<file path="config.mk">
export PLATFORM = sky130hd
export DESIGN_NAME = best_fit_block_allocator
export DESIGN_NICKNAME = d
export VERILOG_FILES = /design/src/rtl/bfa_pkg.sv /design/src/rtl/bfa_ram.sv /design/src/rtl/bfa_datapath.sv /design/src/rtl/bfa_ctrl.sv /design/src/rtl/best_fit_block_allocator.sv
export SDC_FILE = /design/constraint.sdc
export NUM_CORES = 2
export LEC_CHECK = 0
export BUFFER_PORTS_ARGS = -buffer_cell sky130_fd_sc_hd__buf_2
export CAP_MARGIN = 20
export CORE_MARGIN = 4
export CORE_UTILIZATION = 57
export CTS_CLUSTER_DIAMETER = 150
export DETAILED_ROUTE_END_ITERATION = 8
export PLACE_DENSITY_LB_ADDON = 0.2
export SYNTH_ARGS = -nofsm -noshare
export SYNTH_HDL_FRONTEND = slang
export SYNTH_HIERARCHICAL = 1
export SYNTH_SLANG_ARGS = --single-unit
export TNS_END_PERCENT = 5
</file>
<file path="constraint.sdc">
create_clock -name clk -period 8.3 [get_ports clk]
set_input_delay 0.83 -clock clk [delete_from_list [all_inputs] [get_ports clk]]
set_output_delay 0.83 -clock clk [all_outputs]
set_load 0.02 [all_outputs]
</file>
<file path="src/rtl/bfa_pkg.sv">
package bfa_pkg;

    // Fixed widths of the stream fields.
    localparam int SIZE_W     = 11;
    localparam int IDX_IN_W   = 6;
    localparam int BASE_OUT_W = 10;
    localparam int LEN_OUT_W  = 11;
    localparam int STATUS_W   = 3;

    // Defaults for the top-level parameters and the size limit register.
    localparam int MEM_BYTES_DEF  = 1024;
    localparam int MAX_BLOCKS_DEF = 64;
    localparam logic [SIZE_W-1:0] MAX_ALLOC_RESET = 11'd50;

    // Request kinds carried on the input tuser.
    localparam logic FUNC_ALLOC = 1'b0;
    localparam logic FUNC_FREE  = 1'b1;

    typedef enum logic [STATUS_W-1:0] {
        ST_ALLOC     = 3'd0,
        ST_FREED     = 3'd1,
        ST_NO_FIT    = 3'd2,
        ST_BAD_INDEX = 3'd3,
        ST_FULL      = 3'd4
    } status_t;

    // Datapath operations issued by the controller, one per cycle.
    typedef enum logic [3:0] {
        CMD_NONE,
        CMD_INIT,
        CMD_LOAD,
        CMD_URD,
        CMD_UCAP,
        CMD_SCAN,
        CMD_ALLOC_WR,
        CMD_FDN,
        CMD_UPREP,
        CMD_UDN,
        CMD_MERGE_WR,
        CMD_UPPREP,
        CMD_FUP,
        CMD_INSERT,
        CMD_DONE
    } dp_op_t;

    typedef struct packed {
        dp_op_t  op;
        status_t status;
    } dp_cmd_t;

    typedef struct packed {
        logic is_free;
        logic used_full;
        logic free_full;
        logic idx_bad;
        logic found;
        logic exact;
        logic merge_prev;
        logic merge_next;
        logic done;
    } dp_stat_t;

endpackage

</file>
<file path="src/rtl/bfa_ram.sv">
module bfa_ram #(
    parameter int WIDTH = 8,
    parameter int DEPTH = 16
) (
    input  logic                     clk,
    input  logic                     wr_en,
    input  logic [$clog2(DEPTH)-1:0] wr_addr,
    input  logic [WIDTH-1:0]         wr_data,
    input  logic [$clog2(DEPTH)-1:0] rd_addr,
    output logic [WIDTH-1:0]         rd_data
);

    logic [WIDTH-1:0] mem [DEPTH];

    // One write port and one registered read port.
    always_ff @(posedge clk)
    begin
        if (wr_en)
        begin
            mem[wr_addr] <= wr_data;
        end
        rd_data <= mem[rd_addr];
    end

endmodule

</file>
<file path="src/rtl/bfa_datapath.sv">
module bfa_datapath
    import bfa_pkg::*;
#(
    parameter int MEM_BYTES  = MEM_BYTES_DEF,
    parameter int MAX_BLOCKS = MAX_BLOCKS_DEF
) (
    input  logic                  clk,
    input  logic                  rst_n,
    input  logic                  cfg_valid,
    input  logic [SIZE_W-1:0]     cfg_data,
    input  logic                  in_func,
    input  logic [SIZE_W-1:0]     in_req_size,
    input  logic [IDX_IN_W-1:0]   in_used_index,
    input  dp_cmd_t               cmd,
    output dp_stat_t              stat,
    output logic [BASE_OUT_W-1:0] out_base,
    output logic [LEN_OUT_W-1:0]  out_len
);

    localparam int AW   = $clog2(MEM_BYTES);
    localparam int LW   = $clog2(MEM_BYTES + 1);
    localparam int IW   = $clog2(MAX_BLOCKS);
    localparam int CW   = $clog2(MAX_BLOCKS + 1);
    localparam int EW   = AW + LW;
    localparam int CMPW = (LW > SIZE_W) ? LW : SIZE_W;
    localparam int IXW  = (CW > IDX_IN_W) ? CW : IDX_IN_W;

    logic [SIZE_W-1:0]   max_alloc_reg;
    logic [CW-1:0]       fc_reg;
    logic [CW-1:0]       uc_reg;
    logic                pend_reg;
    logic                func_reg;
    logic [SIZE_W-1:0]   size_reg;
    logic [IDX_IN_W-1:0] idx_reg;
    logic [CW-1:0]       ptr_reg;
    logic [CW-1:0]       pidx_reg;
    logic                found_reg;
    logic [CW-1:0]       best_reg;
    logic [AW-1:0]       bbase_reg;
    logic [LW-1:0]       blen_reg;
    logic [AW-1:0]       ubase_reg;
    logic [LW-1:0]       ulen_reg;
    logic [CW-1:0]       pos_reg;
    logic [AW-1:0]       pbase_reg;
    logic [LW-1:0]       plen_reg;
    logic                nfound_reg;
    logic [AW-1:0]       nbase_reg;
    logic [LW-1:0]       nlen_reg;
    logic [BASE_OUT_W-1:0] out_base_reg;
    logic [LEN_OUT_W-1:0]  out_len_reg;

    logic          free_we;
    logic [IW-1:0] free_wa;
    logic [EW-1:0] free_wd;
    logic [IW-1:0] free_ra;
    logic [EW-1:0] free_rd;
    logic          used_we;
    logic [IW-1:0] used_wa;
    logic [EW-1:0] used_wd;
    logic [IW-1:0] used_ra;
    logic [EW-1:0] used_rd;

    logic [CW-1:0]     ptr_p1;
    logic [CW-1:0]     ptr_m1;
    logic [CW-1:0]     pos_m1;
    logic              issue;
    logic              done;
    logic              exact;
    logic              merge_prev;
    logic              merge_next;
    logic [LW-1:0]     merged_len;
    logic [AW-1:0]     rd_base;
    logic [LW-1:0]     rd_len;
    logic [SIZE_W-1:0] req_eff;
    logic [SIZE_W-1:0] lim_eff;
    logic [SIZE_W-1:0] size_clamp;

    bfa_ram #(.WIDTH(EW), .DEPTH(MAX_BLOCKS)) u_free_ram (
        .clk     (clk),
        .wr_en   (free_we),
        .wr_addr (free_wa),
        .wr_data (free_wd),
        .rd_addr (free_ra),
        .rd_data (free_rd)
    );

    bfa_ram #(.WIDTH(EW), .DEPTH(MAX_BLOCKS)) u_used_ram (
        .clk     (clk),
        .wr_en   (used_we),
        .wr_addr (used_wa),
        .wr_data (used_wd),
        .rd_addr (used_ra),
        .rd_data (used_rd)
    );

    // Shared arithmetic and compares.
    assign ptr_p1  = ptr_reg + CW'(1);
    assign ptr_m1  = ptr_reg - CW'(1);
    assign pos_m1  = pos_reg - CW'(1);
    assign rd_base = free_rd[EW-1:LW];
    assign rd_len  = free_rd[LW-1:0];
    assign exact   = CMPW'(blen_reg) == CMPW'(size_reg);
    assign merge_prev = (pos_reg != '0) && ((LW'(pbase_reg) + plen_reg) == LW'(ubase_reg));
    assign merge_next = nfound_reg && ((LW'(ubase_reg) + ulen_reg) == LW'(nbase_reg));
    assign merged_len = plen_reg + ulen_reg + (merge_next ? nlen_reg : '0);

    // Request size clamp: zero is taken as one, then limited to max_alloc.
    assign req_eff    = (in_req_size == '0) ? SIZE_W'(1) : in_req_size;
    assign lim_eff    = (max_alloc_reg == '0) ? SIZE_W'(1) : max_alloc_reg;
    assign size_clamp = (req_eff > lim_eff) ? lim_eff : req_eff;

    // A sweep issues one table read per cycle while entries remain.
    always_comb
    begin
        case (cmd.op)
            CMD_SCAN: issue = ptr_reg < fc_reg;
            CMD_FDN:  issue = ptr_p1 < fc_reg;
            CMD_UDN:  issue = ptr_p1 < uc_reg;
            CMD_FUP:  issue = ptr_reg > pos_reg;
            default:  issue = 1'b0;
        endcase
    end

    assign done = !pend_reg && !issue;

    // Table port selection.
    always_comb
    begin
        free_we = 1'b0;
        free_wa = pidx_reg[IW-1:0];
        free_wd = free_rd;
        free_ra = ptr_reg[IW-1:0];
        used_we = 1'b0;
        used_wa = pidx_reg[IW-1:0];
        used_wd = used_rd;
        used_ra = IW'(idx_reg);
        case (cmd.op)
            CMD_INIT:
            begin
                free_we = 1'b1;
                free_wa = '0;
                free_wd = {AW'(0), LW'(MEM_BYTES)};
            end
            CMD_ALLOC_WR:
            begin
                used_we = 1'b1;
                used_wa = uc_reg[IW-1:0];
                used_wd = {bbase_reg, LW'(size_reg)};
                free_we = !exact;
                free_wa = best_reg[IW-1:0];
                free_wd = {bbase_reg + AW'(size_reg), blen_reg - LW'(size_reg)};
            end
            CMD_FDN:
            begin
                free_ra = ptr_p1[IW-1:0];
                free_we = pend_reg;
            end
            CMD_FUP:
            begin
                free_ra = ptr_m1[IW-1:0];
                free_we = pend_reg;
            end
            CMD_UDN:
            begin
                used_ra = ptr_p1[IW-1:0];
                used_we = pend_reg;
            end
            CMD_MERGE_WR:
            begin
                free_we = 1'b1;
                if (merge_prev)
                begin
                    free_wa = pos_m1[IW-1:0];
                    free_wd = {pbase_reg, merged_len};
                end
                else
                begin
                    free_wa = pos_reg[IW-1:0];
                    free_wd = {ubase_reg, nlen_reg + ulen_reg};
                end
            end
            CMD_INSERT:
            begin
                free_we = 1'b1;
                free_wa = pos_reg[IW-1:0];
                free_wd = {ubase_reg, ulen_reg};
            end
            default:
            begin
                free_we = 1'b0;
            end
        endcase
    end

    // Counters, the size limit and the read pipeline flag.
    always_ff @(posedge clk or negedge rst_n)
    begin
        if (!rst_n)
        begin
            max_alloc_reg <= MAX_ALLOC_RESET;
            fc_reg        <= CW'(1);
            uc_reg        <= '0;
            pend_reg      <= 1'b0;
        end
        else
        begin
            pend_reg <= issue;
            if (cfg_valid)
            begin
                max_alloc_reg <= cfg_data;
            end
            if (cmd.op == CMD_ALLOC_WR)
            begin
                uc_reg <= uc_reg + CW'(1);
            end
            if (cmd.op == CMD_UDN && done)
            begin
                uc_reg <= uc_reg - CW'(1);
            end
            if (cmd.op == CMD_FDN && done)
            begin
                fc_reg <= fc_reg - CW'(1);
            end
            if (cmd.op == CMD_INSERT)
            begin
                fc_reg <= fc_reg + CW'(1);
            end
        end
    end

    // Working registers of the current request.
    always_ff @(posedge clk)
    begin
        if (issue)
        begin
            pidx_reg <= ptr_reg;
            ptr_reg  <= (cmd.op == CMD_FUP) ? ptr_m1 : ptr_p1;
        end
        case (cmd.op)
            CMD_LOAD:
            begin
                func_reg   <= in_func;
                size_reg   <= size_clamp;
                idx_reg    <= in_used_index;
                ptr_reg    <= '0;
                found_reg  <= 1'b0;
                pos_reg    <= '0;
                nfound_reg <= 1'b0;
            end
            CMD_UCAP:
            begin
                ubase_reg <= used_rd[EW-1:LW];
                ulen_reg  <= used_rd[LW-1:0];
            end
            CMD_SCAN:
            begin
                if (pend_reg)
                begin
                    if (func_reg == FUNC_ALLOC)
                    begin
                        if (CMPW'(rd_len) >= CMPW'(size_reg) &&
                            (!found_reg || rd_len < blen_reg))
                        begin
                            found_reg <= 1'b1;
                            best_reg  <= pidx_reg;
                            bbase_reg <= rd_base;
                            blen_reg  <= rd_len;
                        end
                    end
                    else if (rd_base < ubase_reg)
                    begin
                        pos_reg   <= pidx_reg + CW'(1);
                        pbase_reg <= rd_base;
                        plen_reg  <= rd_len;
                    end
                    else if (!nfound_reg)
                    begin
                        nfound_reg <= 1'b1;
                        nbase_reg  <= rd_base;
                        nlen_reg   <= rd_len;
                    end
                end
            end
            CMD_ALLOC_WR:
            begin
                ptr_reg <= best_reg;
            end
            CMD_UPREP:
            begin
                ptr_reg <= CW'(idx_reg);
            end
            CMD_MERGE_WR:
            begin
                ptr_reg <= pos_reg;
            end
            CMD_UPPREP:
            begin
                ptr_reg <= fc_reg;
            end
            CMD_DONE:
            begin
                case (cmd.status)
                    ST_ALLOC:
                    begin
                        out_base_reg <= BASE_OUT_W'(bbase_reg);
                        out_len_reg  <= LEN_OUT_W'(size_reg);
                    end
                    ST_FREED:
                    begin
                        out_base_reg <= BASE_OUT_W'(ubase_reg);
                        out_len_reg  <= LEN_OUT_W'(ulen_reg);
                    end
                    default:
                    begin
                        out_base_reg <= '0;
                        out_len_reg  <= '0;
                    end
                endcase
            end
            default:
            begin
                pos_reg <= pos_reg;
            end
        endcase
    end

    // Status toward the controller.
    assign stat.is_free    = func_reg;
    assign stat.used_full  = uc_reg >= CW'(MAX_BLOCKS);
    assign stat.free_full  = fc_reg >= CW'(MAX_BLOCKS);
    assign stat.idx_bad    = IXW'(idx_reg) >= IXW'(uc_reg);
    assign stat.found      = found_reg;
    assign stat.exact      = exact;
    assign stat.merge_prev = merge_prev;
    assign stat.merge_next = merge_next;
    assign stat.done       = done;

    assign out_base = out_base_reg;
    assign out_len  = out_len_reg;

endmodule

</file>
<file path="src/rtl/bfa_ctrl.sv">
module bfa_ctrl
    import bfa_pkg::*;
(
    input  logic     clk,
    input  logic     rst_n,
    input  logic     in_valid,
    output logic     in_ready,
    output logic     out_valid,
    input  logic     out_ready,
    output status_t  out_status,
    output dp_cmd_t  cmd,
    input  dp_stat_t stat
);

    typedef enum logic [3:0] {
        S_INIT,
        S_IDLE,
        S_CHECK,
        S_URD,
        S_UCAP,
        S_SCAN,
        S_DECIDE,
        S_AWR,
        S_FDN,
        S_UPREP,
        S_UDN,
        S_MERGE,
        S_FUP,
        S_INSERT,
        S_DONE
    } state_t;

    state_t  state_reg;
    state_t  state_next;
    status_t st_reg;
    status_t st_next;
    logic    out_valid_reg;
    status_t out_status_reg;
    logic    emit;

    assign in_ready   = state_reg == S_IDLE;
    assign emit       = (state_reg == S_DONE) && (!out_valid_reg || out_ready);
    assign out_valid  = out_valid_reg;
    assign out_status = out_status_reg;

    // Next state and the command for this cycle.
    always_comb
    begin
        state_next = state_reg;
        st_next    = st_reg;
        cmd.op     = CMD_NONE;
        cmd.status = st_reg;
        case (state_reg)
            S_INIT:
            begin
                cmd.op     = CMD_INIT;
                state_next = S_IDLE;
            end
            S_IDLE:
            begin
                if (in_valid)
                begin
                    cmd.op     = CMD_LOAD;
                    state_next = S_CHECK;
                end
            end
            S_CHECK:
            begin
                if (!stat.is_free)
                begin
                    if (stat.used_full)
                    begin
                        st_next    = ST_FULL;
                        state_next = S_DONE;
                    end
                    else
                    begin
                        state_next = S_SCAN;
                    end
                end
                else if (stat.idx_bad)
                begin
                    st_next    = ST_BAD_INDEX;
                    state_next = S_DONE;
                end
                else
                begin
                    state_next = S_URD;
                end
            end
            S_URD:
            begin
                cmd.op     = CMD_URD;
                state_next = S_UCAP;
            end
            S_UCAP:
            begin
                cmd.op     = CMD_UCAP;
                state_next = S_SCAN;
            end
            S_SCAN:
            begin
                cmd.op = CMD_SCAN;
                if (stat.done)
                begin
                    state_next = S_DECIDE;
                end
            end
            S_DECIDE:
            begin
                if (!stat.is_free)
                begin
                    if (stat.found)
                    begin
                        state_next = S_AWR;
                    end
                    else
                    begin
                        st_next    = ST_NO_FIT;
                        state_next = S_DONE;
                    end
                end
                else if (!stat.merge_prev && !stat.merge_next && stat.free_full)
                begin
                    st_next    = ST_FULL;
                    state_next = S_DONE;
                end
                else
                begin
                    state_next = S_UPREP;
                end
            end
            S_AWR:
            begin
                cmd.op     = CMD_ALLOC_WR;
                st_next    = ST_ALLOC;
                state_next = stat.exact ? S_FDN : S_DONE;
            end
            S_FDN:
            begin
                cmd.op = CMD_FDN;
                if (stat.done)
                begin
                    state_next = S_DONE;
                end
            end
            S_UPREP:
            begin
                cmd.op     = CMD_UPREP;
                state_next = S_UDN;
            end
            S_UDN:
            begin
                cmd.op = CMD_UDN;
                if (stat.done)
                begin
                    state_next = S_MERGE;
                end
            end
            S_MERGE:
            begin
                st_next = ST_FREED;
                if (stat.merge_prev || stat.merge_next)
                begin
                    cmd.op     = CMD_MERGE_WR;
                    state_next = (stat.merge_prev && stat.merge_next) ? S_FDN : S_DONE;
                end
                else
                begin
                    cmd.op     = CMD_UPPREP;
                    state_next = S_FUP;
                end
            end
            S_FUP:
            begin
                cmd.op = CMD_FUP;
                if (stat.done)
                begin
                    state_next = S_INSERT;
                end
            end
            S_INSERT:
            begin
                cmd.op     = CMD_INSERT;
                state_next = S_DONE;
            end
            S_DONE:
            begin
                if (emit)
                begin
                    cmd.op     = CMD_DONE;
                    state_next = S_IDLE;
                end
            end
            default:
            begin
                state_next = S_IDLE;
            end
        endcase
    end

    // State and the registered result handshake.
    always_ff @(posedge clk or negedge rst_n)
    begin
        if (!rst_n)
        begin
            state_reg      <= S_INIT;
            st_reg         <= ST_ALLOC;
            out_valid_reg  <= 1'b0;
            out_status_reg <= ST_ALLOC;
        end
        else
        begin
            state_reg <= state_next;
            st_reg    <= st_next;
            if (emit)
            begin
                out_valid_reg  <= 1'b1;
                out_status_reg <= st_reg;
            end
            else if (out_valid_reg && out_ready)
            begin
                out_valid_reg <= 1'b0;
            end
        end
    end

endmodule

</file>
<file path="src/rtl/best_fit_block_allocator.sv">
// Best-fit block allocator over a byte region of MEM_BYTES bytes.
// Input stream: tuser is the request kind (allocate or free); tdata carries
// the requested size and the used-table position of the block to free.
// Output stream: tuser is the status code; tdata carries the base and the
// length of the block allocated or freed (both zero on an error).
// The cfg channel writes the per-request size limit; it is always ready. The
// user must write it only while no request is in progress; the block does not enforce this.
// Each request walks the free table through one RAM read port, one entry per
// cycle, so the time to a result follows the table fill. An allocate scans the
// free table and, when an exact fit removes an entry, shifts the rest down; a
// free reads its used entry, scans, shifts the used table, then merges into the
// free table or shifts it to insert. A full used table on an allocate or a bad
// index is found before the scan. One request is in progress at a time.
// After reset the free table is loaded with one block spanning the region,
// in an init state before the first transfer is accepted.
// A finished result sits in the output register until it is taken; the next
// request is accepted meanwhile, but its result waits for the register.
module best_fit_block_allocator
    import bfa_pkg::*;
#(
    parameter int MEM_BYTES  = MEM_BYTES_DEF,
    parameter int MAX_BLOCKS = MAX_BLOCKS_DEF
) (
    input  logic              clk,
    input  logic              rst_n,
    input  logic              cfg_valid,
    output logic              cfg_ready,
    input  logic [SIZE_W-1:0] cfg_data,       // max_alloc
    input  logic              s_axis_tvalid,
    output logic              s_axis_tready,
    input  logic [23:0]       s_axis_tdata,   // req_size[10:0], used_index[16:11]
    input  logic              s_axis_tuser,   // func
    output logic              m_axis_tvalid,
    input  logic              m_axis_tready,
    output logic [23:0]       m_axis_tdata,   // block_base[9:0], block_len[20:10]
    output logic [2:0]        m_axis_tuser    // status
);

    dp_cmd_t               cmd;
    dp_stat_t              stat;
    status_t               out_status;
    logic [BASE_OUT_W-1:0] out_base;
    logic [LEN_OUT_W-1:0]  out_len;

    assign cfg_ready = 1'b1;

    bfa_ctrl u_ctrl (
        .clk        (clk),
        .rst_n      (rst_n),
        .in_valid   (s_axis_tvalid),
        .in_ready   (s_axis_tready),
        .out_valid  (m_axis_tvalid),
        .out_ready  (m_axis_tready),
        .out_status (out_status),
        .cmd        (cmd),
        .stat       (stat)
    );

    bfa_datapath #(
        .MEM_BYTES  (MEM_BYTES),
        .MAX_BLOCKS (MAX_BLOCKS)
    ) u_datapath (
        .clk           (clk),
        .rst_n         (rst_n),
        .cfg_valid     (cfg_valid),
        .cfg_data      (cfg_data),
        .in_func       (s_axis_tuser),
        .in_req_size   (s_axis_tdata[10:0]),
        .in_used_index (s_axis_tdata[16:11]),
        .cmd           (cmd),
        .stat          (stat),
        .out_base      (out_base),
        .out_len       (out_len)
    );

    // Result packing.
    assign m_axis_tdata = {3'b000, out_len, out_base};
    assign m_axis_tuser = out_status;

endmodule
</file>
==> results_tabular.tex <==
\begin{tabular}{lr}
\hline
Metric & Value \\
\hline
\multicolumn{2}{l}{\textbf{Run status}} \\
Status & finished clean \\
\multicolumn{2}{l}{\textbf{Cells and area}} \\
Layout Cell Area excl Fill & approximately 130000 um\^{}2 \\
Number of diodes & 0 \\
Area growth, synth to finish & 13.2\% \\
\# nets final & 6567 \\
Fraction of final layout cells with drive strength greater than 1 & 0.264 \\
Top Registers & u\_datapath/u\_free\_ram/mem x1344, u\_datapath/u\_used\_ram/mem x1344 \\
\multicolumn{2}{l}{\textbf{Critical path}} \\
Startpoint kind of the worst setup timing path & register \\
Required time reported for the critical path endpoint & about 9 ns \\
Arrival time worst endpoint & 8.05 ns \\
FF-to-FF path depth & 24 \\
FF-to-FF Start & u\_datapath/ubase\_reg[0]\$\_DFFE\_PN\_ \\
Crit Path Max Fanout & 31 \\
Crit path capture type & register \\
Setup CP Type & reg2reg \\
Launching instance or port of the critical path & u\_datapath/ubase\_reg[0]\$\_DFFE\_PN\_ \\
\multicolumn{2}{l}{\textbf{Routing}} \\
Pre-antenna DRT Iters & 6 \\
DRT Wirelength & between 200000 and 300000 um \\
Antenna-violating nets left & 0 \\
Per-cell via count in the routed design & 6.61 \\
Post-route DRC violation count & 0 \\
Wirelength per Cell & 31.6 um \\
Via count & 61300 \\
Detailed Route Iter0 Violations & 8370 \\
\multicolumn{2}{l}{\textbf{Logic synthesis}} \\
Mean area per synthesized cell & approximately 20 um\^{}2 \\
Top cells by instance count after synthesis & 2841 x edfxtp\_1, 649 x mux4\_2, 249 x nor2\_1 \\
Number of unique standard cell types used by synthesis & 87 \\
Async S/R FF share, synth & 0.0127 \\
Cell with the most instances after synthesis & edfxtp\_1 \\
Prevailing post-synth register cell & edfxtp\_1 \\
Most area-consuming cells after synthesis & edfxtp\_1 72\%, mux4\_2 12\%, mux2i\_1 1.8\% \\
Dominant cell type by area after synthesis & edfxtp\_1 \\
Synthesized area & between 100000 and 150000 um\^{}2 \\
Count of flip-flops with a built-in enable after synthesis & 2841 \\
Number of synthesized register bits & about 2900 \\
Sequential share of the synthesized area & 0.739 \\
Number of standard cells after synthesis & 5963 \\
Number of warnings reported in the yosys synthesis log & 6 \\
Portion of synthesized cell area occupied by the leading cell type & 0.724 \\
\multicolumn{2}{l}{\textbf{Clocking}} \\
Setup bufs post-CTS & 0 \\
CTS H-tree depth & 5 \\
Total clock buffers created by CTS & roughly 300 \\
Clock transition time at the flip-flop clock pins of the worst setup and hold paths & 0.06 ns \\
Hold bufs inserted after CTS & 0 \\
Clock insertion delay at the later pin of the skew report & 0.94 ns \\
CTS tree & done \\
Clk root buf & clkbuf\_16 \\
Max Buffers Root-to-Sink & 4 \\
Number of instances resized during post-cts repair & 0 \\
Number of clock sinks & about 2900 \\
\multicolumn{2}{l}{\textbf{Place}} \\
HPWL Detailed & 181000 um \\
Count of buffers inserted at the top-level ports & 59 \\
Total cell area at the placement stage & 124000 um\^{}2 \\
Routability congestion estimate & 0.931 \\
\multicolumn{2}{l}{\textbf{Global routing}} \\
Maximum number of pins on one net before global-route repair & 80 \\
Congestion Overflow GR & 0 \\
First-pass GRT wire length & 428000 um \\
Overall global routing resource usage & 0.274 \\
Antenna violations before repair & 14 \\
Number of global-route vias before repair & 60900 \\
\multicolumn{2}{l}{\textbf{STA}} \\
Final Slew Violations & 0 \\
Share of the clock period used by the worst path & 0.880 \\
Aggregate negative setup slack & 0 ns \\
Clock skew after layout & 0.0755 ns \\
Setup repair after global routing missed its margin & false \\
Min Tclk post-route & 7.30 ns \\
Transition time at the pin with the least slew margin & between 1 and 1.5 ns \\
Setup violation total in the final timing report & 0 \\
Worst slew slack as a fraction of its limit & 0.193 \\
Hold violation total from the final report & 0 \\
F\_max & 137 MHz \\
\multicolumn{2}{l}{\textbf{Power}} \\
P\_int & 23.7 mW \\
Proportion of power drawn by flip-flops and latches & 0.547 \\
Combinational cell fraction of total power & 0.002 \\
Power per standard cell area & roughly 220 nW/um\^{}2 \\
Maximum ir drop on the vdd rail & 381 uV \\
Share of power burned in the clock network & 0.451 \\
Switching part of the total power & 0.187 \\
Net load switching power & roughly 5.4 mW \\
Leak pwr & 43.6 nW \\
\multicolumn{2}{l}{\textbf{Run}} \\
Max Cap Viol & 0 \\
\multicolumn{2}{l}{\textbf{Floorplan}} \\
Core Footprint & 205000 um\^{}2 \\
Die extent in y & 463 um \\
\# IOs & 71 \\
Initial core utilization & 0.574 \\
Floorplan row count & 166 \\
Floorplan die area & 214000 um\^{}2 \\
Width of the die & 463 um \\
\multicolumn{2}{l}{\textbf{Worst hold path}} \\
Min-Delay Path Class & in2async \\
\hline
\end{tabular}
## metal layers
layer | vias to the layer above | GRT usage | share of wire | wire length [um]
li1 | 25400 | - | - | -
met3 | 511 | 0.0533 | 0.099 | 29200
met5 | - | 0 | 0 | 0
met4 | 0 | 0.0889 | 0.035 | 10300
met1 | 32200 | 0.405 | 0.40 | 116000
met2 | 3217 | 0.419 | 0.47 | 138000
## critical path, cell delays in order, from the launching register on
cell      delay [ns]
edfxtp_1        0.51
ha_1            0.29
fa_1            0.41
a21oi_1         0.22
o211ai_1        0.21
a211oi_1        0.32
xor2_1          0.18
nand4_1         0.12
nor4_2          0.39
inv_1           0.08
ha_1            0.22
o21ai_0         0.15
a222oi_1        0.11
buf_4           0.23
nor3_1          0.20
buf_4           0.21
nor2_1          0.11
xnor2_2         0.73
buf_12          0.32
buf_4           0.23
buf_12          0.26
mux4_2          0.55
mux4_2          0.54
o22ai_1         0.31
nor3_1          0.15
## cell usage in the layout (no fill, tap or decap), types with 21 or more instances in the layout
cell | Yosys | layout
a21o_1 | 24 | 24
a21oi_1 | 95 | 86
dfrtp_1 | 33 | 33
o22ai_1 | 63 | 63
nand2b_1 | 39 | 39
buf_2 | 62 | 59
mux2_2 | 42 | 42
clkbuf_1 | 157 | 76
a22oi_1 | 67 | 67
a211oi_1 | 38 | 37
nor3_1 | 42 | 34
buf_4 | 66 | 305
o21ai_0 | 135 | 116
nand2_2 | 1 | 21
dfxtp_1 | 42 | 42
and3_1 | 23 | 23
clkinv_1 | 1 | 56
a22o_1 | 25 | 25
xnor2_1 | 70 | 68
nand2_1 | 179 | 156
mux2i_1 | 217 | 217
edfxtp_1 | 2841 | 2841
nand3_1 | 44 | 44
clkinv_2 | 0 | 40
ha_1 | 146 | 146
a222oi_1 | 22 | 22
nor2_2 | 0 | 126
inv_1 | 101 | 101
o31ai_1 | 34 | 34
mux4_2 | 649 | 649
buf_12 | 0 | 40
clkbuf_16 | 0 | 318
xor2_1 | 30 | 28
a31oi_1 | 46 | 44
bufinv_16 | 0 | 22
nor2_1 | 249 | 121
o221ai_1 | 37 | 35
nor2b_1 | 52 | 50
## area by class of cell
type	instances	area [um^2]
inverters	103	387
clock inverters	134	1230
well taps	2688	3360
clock buffers	402	8350
repair buffers	409	3460
fillers	13400	71800
flip-flops and latches	2920	87100
multi-input cells	2620	29600
## cells by family after synthesis
group / Yosys count / share of synthesized area
and+or+nand+nor: 736 / 0.0297
other: 2 / 0.0000637
adders and majority gates: 164 / 0.0186
muxes: 911 / 0.147
AOI/OAI and AO/OA: 704 / 0.0411
DFF: 2920 / 0.739
buffers and inverters: 425 / 0.0175
xor gates and xnor gates: 101 / 0.00762
## power by group through the flow
stage	Sequential, mW	Clock, mW	Combinational, mW
finish	15.9	13.1	0.0650
global route	15.9	14.0	0.0724
CTS	15.9	13.3	0.0653
detailed placement	16.2	0	0.0644
global placement	16.2	0	0.0632
floorplan	16.2	0	0.0425
## metrics by stage
step / instances / util / hold slack, ns / setup slack [ns] / total power, mW
final: 9276 / 0.650 / 0.0510 / 0.999 / 29.1
after global routing: 9276 / 0.650 / 0.0630 / 0.677 / 30.0
after CTS: 9269 / 0.650 / 0.0251 / 0.996 / 29.3
after detailed placement: 8733 / 0.603 / 0.414 / 1.01 / 16.3
after global placement: 8727 / 0.602 / 0.417 / 1.02 / 16.3
after floorplan: 5965 / - / 0.408 / 0.428 / 16.3
## final timing paths
| path | to | slack, ns |
|---|---|---|
| worst max-delay path | u_datapath/u_free_ram/rd_data[10]$_DFF_P_ | 1.0 |
| worst min-delay path | u_ctrl/state_reg[0]$_DFFE_PN0P_ | 0.05 |
| worst max register to register | u_datapath/u_free_ram/rd_data[10]$_DFF_P_ | 1.0 |
| worst min register to register | u_datapath/ulen_reg[6]$_DFFE_PN_ | 0.41 |
| max in group asynchronous | u_datapath/max_alloc_reg[10]$_DFFE_PN0P_ | 7.71 |
| min in group clk | u_datapath/idx_reg[2]$_DFFE_PP_ | 0.11 |
(Power assumes the default switching activity.)
